## config.mk

```make
export PLATFORM = sky130hd
export DESIGN_NAME = srph_topk
export DESIGN_NICKNAME = d
export VERILOG_FILES = /design/src/design/srph_topk.sv
export SDC_FILE = /design/constraint.sdc
export NUM_CORES = 2
export LEC_CHECK = 0
export BUFFER_PORTS_ARGS = -buffer_cell sky130_fd_sc_hd__clkbuf_2
export CAP_MARGIN = 20
export CORE_UTILIZATION = 35
export CTS_BUF_LIST = sky130_fd_sc_hd__clkbuf_16
export DETAILED_ROUTE_END_ITERATION = 12
export MAX_ROUTING_LAYER = met4
export PLACE_DENSITY = 0.59
export SYNTH_ARGS = -nofsm -noshare
export SYNTH_HDL_FRONTEND = slang
export SYNTH_SLANG_ARGS = --single-unit
```

## constraint.sdc

```tcl
create_clock -name clk_i -period 4.3 [get_ports clk_i]
set_clock_uncertainty 0.15 [all_clocks]
set_input_delay 0.215 -clock clk_i [delete_from_list [all_inputs] [get_ports clk_i]]
set_output_delay 0.215 -clock clk_i [all_outputs]
set_load 0.05 [all_outputs]
```

## src/design/srph_topk.sv

```systemverilog
`default_nettype none
// srph_topk: sorted best-candidates list as a row of compare-and-shift slots,
// with a head pop for draining. No package dependency.
module srph_topk #(
  parameter int unsigned MAX_ITEMS = 1024,
  parameter int unsigned KEY_WORDS = 2,
  parameter int unsigned LIST_MAX  = 64
) (
  input  logic                                           clk_i,
  input  logic                                           rst_ni,
  input  logic                                           clear_i,
  input  logic                                           ins_v_i,
  input  logic [((MAX_ITEMS>1)?$clog2(MAX_ITEMS):1)-1:0] ins_id_i,
  input  logic [$clog2(64*KEY_WORDS+1)-1:0]              ins_score_i,
  input  logic [6:0]                                     cap_i,
  input  logic                                           pop_i,
  output logic [((MAX_ITEMS>1)?$clog2(MAX_ITEMS):1)-1:0] head_id_o,
  output logic [$clog2(64*KEY_WORDS+1)-1:0]              head_score_o,
  output logic [$clog2(LIST_MAX+1)-1:0]                  count_o
);

  localparam int unsigned IDW = (MAX_ITEMS > 1) ? $clog2(MAX_ITEMS) : 1;
  localparam int unsigned SCW = $clog2(64 * KEY_WORDS + 1);
  localparam int unsigned CW  = $clog2(LIST_MAX + 1);

  logic [IDW-1:0]      id_q [LIST_MAX];
  logic [SCW-1:0]      sc_q [LIST_MAX];
  logic [CW-1:0]       count_q, cap_eff;
  logic [LIST_MAX-1:0] ge;

  assign cap_eff = (32'(cap_i) > LIST_MAX) ? CW'(LIST_MAX) : CW'(cap_i);

  // slot j: keep if it beats or ties the new score, else take the new entry
  // or the neighbor above; pop moves everything one slot toward the head
  for (genvar j = 0; j < LIST_MAX; j++) begin : g_slot
    logic           take_new;
    logic [IDW-1:0] id_up, id_dn;
    logic [SCW-1:0] sc_up, sc_dn;

    assign ge[j] = (CW'(j) < count_q) && (sc_q[j] >= ins_score_i);

    if (j == 0) begin : g_first
      assign take_new = 1'b1;
      assign id_dn    = id_q[j];
      assign sc_dn    = sc_q[j];
    end else begin : g_rest
      assign take_new = ge[j-1];
      assign id_dn    = id_q[j-1];
      assign sc_dn    = sc_q[j-1];
    end

    if (j + 1 < LIST_MAX) begin : g_mid
      assign id_up = id_q[j+1];
      assign sc_up = sc_q[j+1];
    end else begin : g_tail
      assign id_up = id_q[j];
      assign sc_up = sc_q[j];
    end

    always_ff @(posedge clk_i) begin
      if (pop_i) begin
        id_q[j] <= id_up;
        sc_q[j] <= sc_up;
      end else if (ins_v_i && (CW'(j) < cap_eff) && !ge[j]) begin
        id_q[j] <= take_new ? ins_id_i : id_dn;
        sc_q[j] <= take_new ? ins_score_i : sc_dn;
      end
    end
  end

  // fill count
  always_ff @(posedge clk_i or negedge rst_ni) begin
    if (!rst_ni) begin
      count_q <= '0;
    end else if (clear_i) begin
      count_q <= '0;
    end else if (pop_i) begin
      count_q <= count_q - CW'(1);
    end else if (ins_v_i && (count_q < cap_eff)) begin
      count_q <= count_q + CW'(1);
    end
  end

  assign head_id_o    = id_q[0];
  assign head_score_o = sc_q[0];
  assign count_o      = count_q;

  a_no_ins_pop : assert property (@(posedge clk_i) disable iff (!rst_ni)
    !(pop_i && ins_v_i))
    else $error("insert and pop in the same cycle");

  a_pop_nonempty : assert property (@(posedge clk_i) disable iff (!rst_ni)
    pop_i |-> (count_q != '0))
    else $error("pop from an empty list");

  a_count_bound : assert property (@(posedge clk_i) disable iff (!rst_ni)
    count_q <= CW'(LIST_MAX))
    else $error("list fill count above its size");

endmodule
`default_nettype wire

```

==> reports/metrics.csv <==
metric,value,unit
synth_seq_cells,1159,
maxSlewHeadroom,28.5,%
maxCapViolCount,0,
syn2layout_area_growth,12.2,%
initial_core_util,35.2,%
cp-end-kind,flop,
rsz0062_at_grt,no,
drc_errors,0,
tightest_slew,1070,ps
clkLatencyLatePin,790,ps
avgRoutedWirePerCell,22.7,µm
h-tree-depth,4,
final_common_cell,nand2_1,
fmax,0.270,GHz
ys_types,83,
period_share,86.3,%
outcome,"complete, no violations",
powerDensity,541,nW/µm²
die_area,207000,µm²
num_vias,53700,
clk_pin_slew,60,ps
port-buffer-count,54,
power.leakage,30.8,nW
dpl.hpwl,157,mm
crit_fanout,18,
drtIter0Drc,4610,
synth_edf_count,1152,
ys_seq_area_share,48.3,%
finalHoldViolCount,0,
tns,0,ps
final_cell_mix,"nand2_1 (1165), edfxtp_1 (1152), o21ai_0 (1048), mux2i_1 (1045), ha_1 (521)",
grt-ovfl-total,0,
period_needed,3710,ps
drv_slew,0,
fin_nets,7338,
grt_max_degree,66,
grt_usage,21.3,%
async_reset_ff_share,0.604,%
syn-instance-count,6750,
antenna_found_initial,6,
worstSetupStartpointType,flop,
cts_tree,built,
yosysWarnings,0,
grt_pass1_wl,333,mm
final_cell_area,80700,µm²
finalWeightedCongestion,0.896,
ys.flop_type,edfxtp_1,
core,204000,µm²
numCtsBuffers,139,
ant_nets,0,
fp.dieW,455,µm
first_global_vias,54300,
fp-row-count,166,
die_h,455,µm
synth_nets,7301,
cts_root_buffer,clkbuf_16,
cts_num_sinks,1159,
worstPathRequired,4670,ps
synth_area,71900,µm²
postPlaceCellArea,76000,µm²
drive_gt1_share,10.8,%
syn_area_per_cell,10.7,µm²
io-pin-count,55,
clk_path_buf_depth,3,
firstDrtPassIters,6,
min_path_type,input pin to flop,
routed_wl,218,mm
cp.arrival,4080,ps
crit_type,flop to flop,
vdd_drop_max,0.317,mV
finalSetupViolCount,0,
fin_util,39.5,%
via_per_inst,5.60,
final cells by class:
| type | count | area [µm²] |
|---|---|---|
| Sequential cell | 1159 | 34800 |
| Fill cell | 19800 | 124000 |
| Tap cell | 2688 | 3360 |
| Antenna cell | 5 | 12.5 |
| Inverter | 96 | 385 |
| Timing Repair Buffer | 318 | 2720 |
| Clock buffer | 140 | 3500 |
| Clock inverter | 111 | 812 |
| Multi-Input combinational cell | 5073 | 35100 |
cell usage after synthesis, types with 3 or more instances:
library cell | count | share of area [%]
and3_1 | 3 | 0.026
or2_2 | 4 | 0.035
edfxtp_1 | 1152 | 48
nand3_1 | 12 | 0.084
buf_6 | 3 | 0.047
or3_1 | 5 | 0.043
nand2b_1 | 17 | 0.15
dfrtp_1 | 7 | 0.24
nand3b_1 | 4 | 0.042
a21boi_1 | 3 | 0.031
a21oi_1 | 313 | 2.2
mux2i_1 | 1045 | 15
xor2_1 | 4 | 0.049
buf_1 | 7 | 0.037
mux2_4 | 9 | 0.19
o311ai_1 | 3 | 0.037
nor2_1 | 198 | 1.0
buf_4 | 40 | 0.42
nor3b_1 | 4 | 0.042
or4_1 | 3 | 0.031
nor2_2 | 45 | 0.39
and2_1 | 12 | 0.10
o21ai_1 | 85 | 0.59
o211ai_1 | 43 | 0.45
o31ai_1 | 3 | 0.031
mux2_2 | 122 | 1.9
clkbuf_1 | 301 | 1.6
buf_2 | 71 | 0.49
nand4_1 | 5 | 0.043
nor2_4 | 8 | 0.13
nand2_1 | 1165 | 6.1
ha_1 | 521 | 9.1
o21a_1 | 21 | 0.22
a31oi_1 | 18 | 0.16
o21bai_1 | 4 | 0.042
a2111oi_0 | 8 | 0.097
mux2_1 | 41 | 0.64
nand2_2 | 3 | 0.026
a21o_1 | 17 | 0.18
nor3_1 | 65 | 0.45
nor2b_1 | 54 | 0.47
o21ai_0 | 1096 | 7.6
o22ai_1 | 3 | 0.026
inv_1 | 95 | 0.50
a211oi_1 | 59 | 0.62
flip-flops by register name, summed over array words and instances, names as in the netlist:
signal and flops:
id_q 640, sc_q 512, count_o 7
routing by layer:
layer / up-vias / GRT usage (%) / share of wire, %
li1: 25100 / - / -
met1: 26700 / 27.7 / 44
met2: 1498 / 33.9 / 47
met3: 383 / 2.79 / 5.3
met4: 0 / 7.52 / 3.6
met5: - / - / 0
logic make-up (layout without fill, tap and decap cells):
logic type               after synthesis  in the layout  share of synthesized area [%]
AO/OA/AOI/OAI                       1710           1710                           12.8
AND/OR/NAND/NOR                     1621           1621                           9.39
multiplexers                        1217           1217                           17.3
flip-flops                          1159           1159                           48.3
adder cells (fa/ha/maj)              521            521                           9.06
buffers and inverters                518            665                           3.07
XOR/XNOR                               4              4                         0.0487
other                                  0              5                              0
worst paths after layout:
kind                                      from      endpoint  slack [ps]  cells past startpoint
worst max register to register      count_o[4]  id_q[0][251]         590                      7
worst min register to register    id_q[1][312]  id_q[1][302]         400                      1
max in group asynchronous               rst_ni    count_o[6]        3380                      3
min in group asynchronous               rst_ni    count_o[1]         340                      3
worst max-delay path                count_o[4]  id_q[0][251]         590                      7
worst min-delay path            ins_score_i[4]  sc_q[1][100]          70                      4
worst max-delay path, cell delays in order (launching register included):
cell	delay [ps]
dfrtp_1	820
buf_4	340
nand2_1	70
o21ai_0	750
o21ai_1	300
nor2_4	600
mux2i_1	290
o21ai_0	120
what timing repair did:
item | 4_1_cts | 5_1_grt
hold buffers | 6 | 0
resized for setup | 0 | 0
hold endpoints to repair | 41 | 0
buffers inserted | 0 | 0
power by group:
group / total (mW) / leakage [nW] / internal [mW] / switching [mW]
Sequential: 19.4 / 11.9 / 16.6 / 2.79
Combinational: 12.9 / 16.7 / 5.17 / 7.75
Clock: 11.4 / 2.23 / 6.23 / 5.13
Total: 43.6 / 30.8 / 28.0 / 15.7
stage by stage:
stage / worst slack [ps] / instances / total power, mW / hold WS (ps)
floorplan: 32.9 / 6750 / 27.5 / -231
global placement: 616 / 9303 / 31.9 / -88.5
detailed placement: 631 / 9311 / 32.3 / -86.2
CTS: 606 / 9568 / 43.7 / 15.1
global route: 463 / 9590 / 46.0 / 56.6
finish: 590 / 9590 / 43.6 / 69.2
Note: power is estimated with default switching activity, not from simulation.
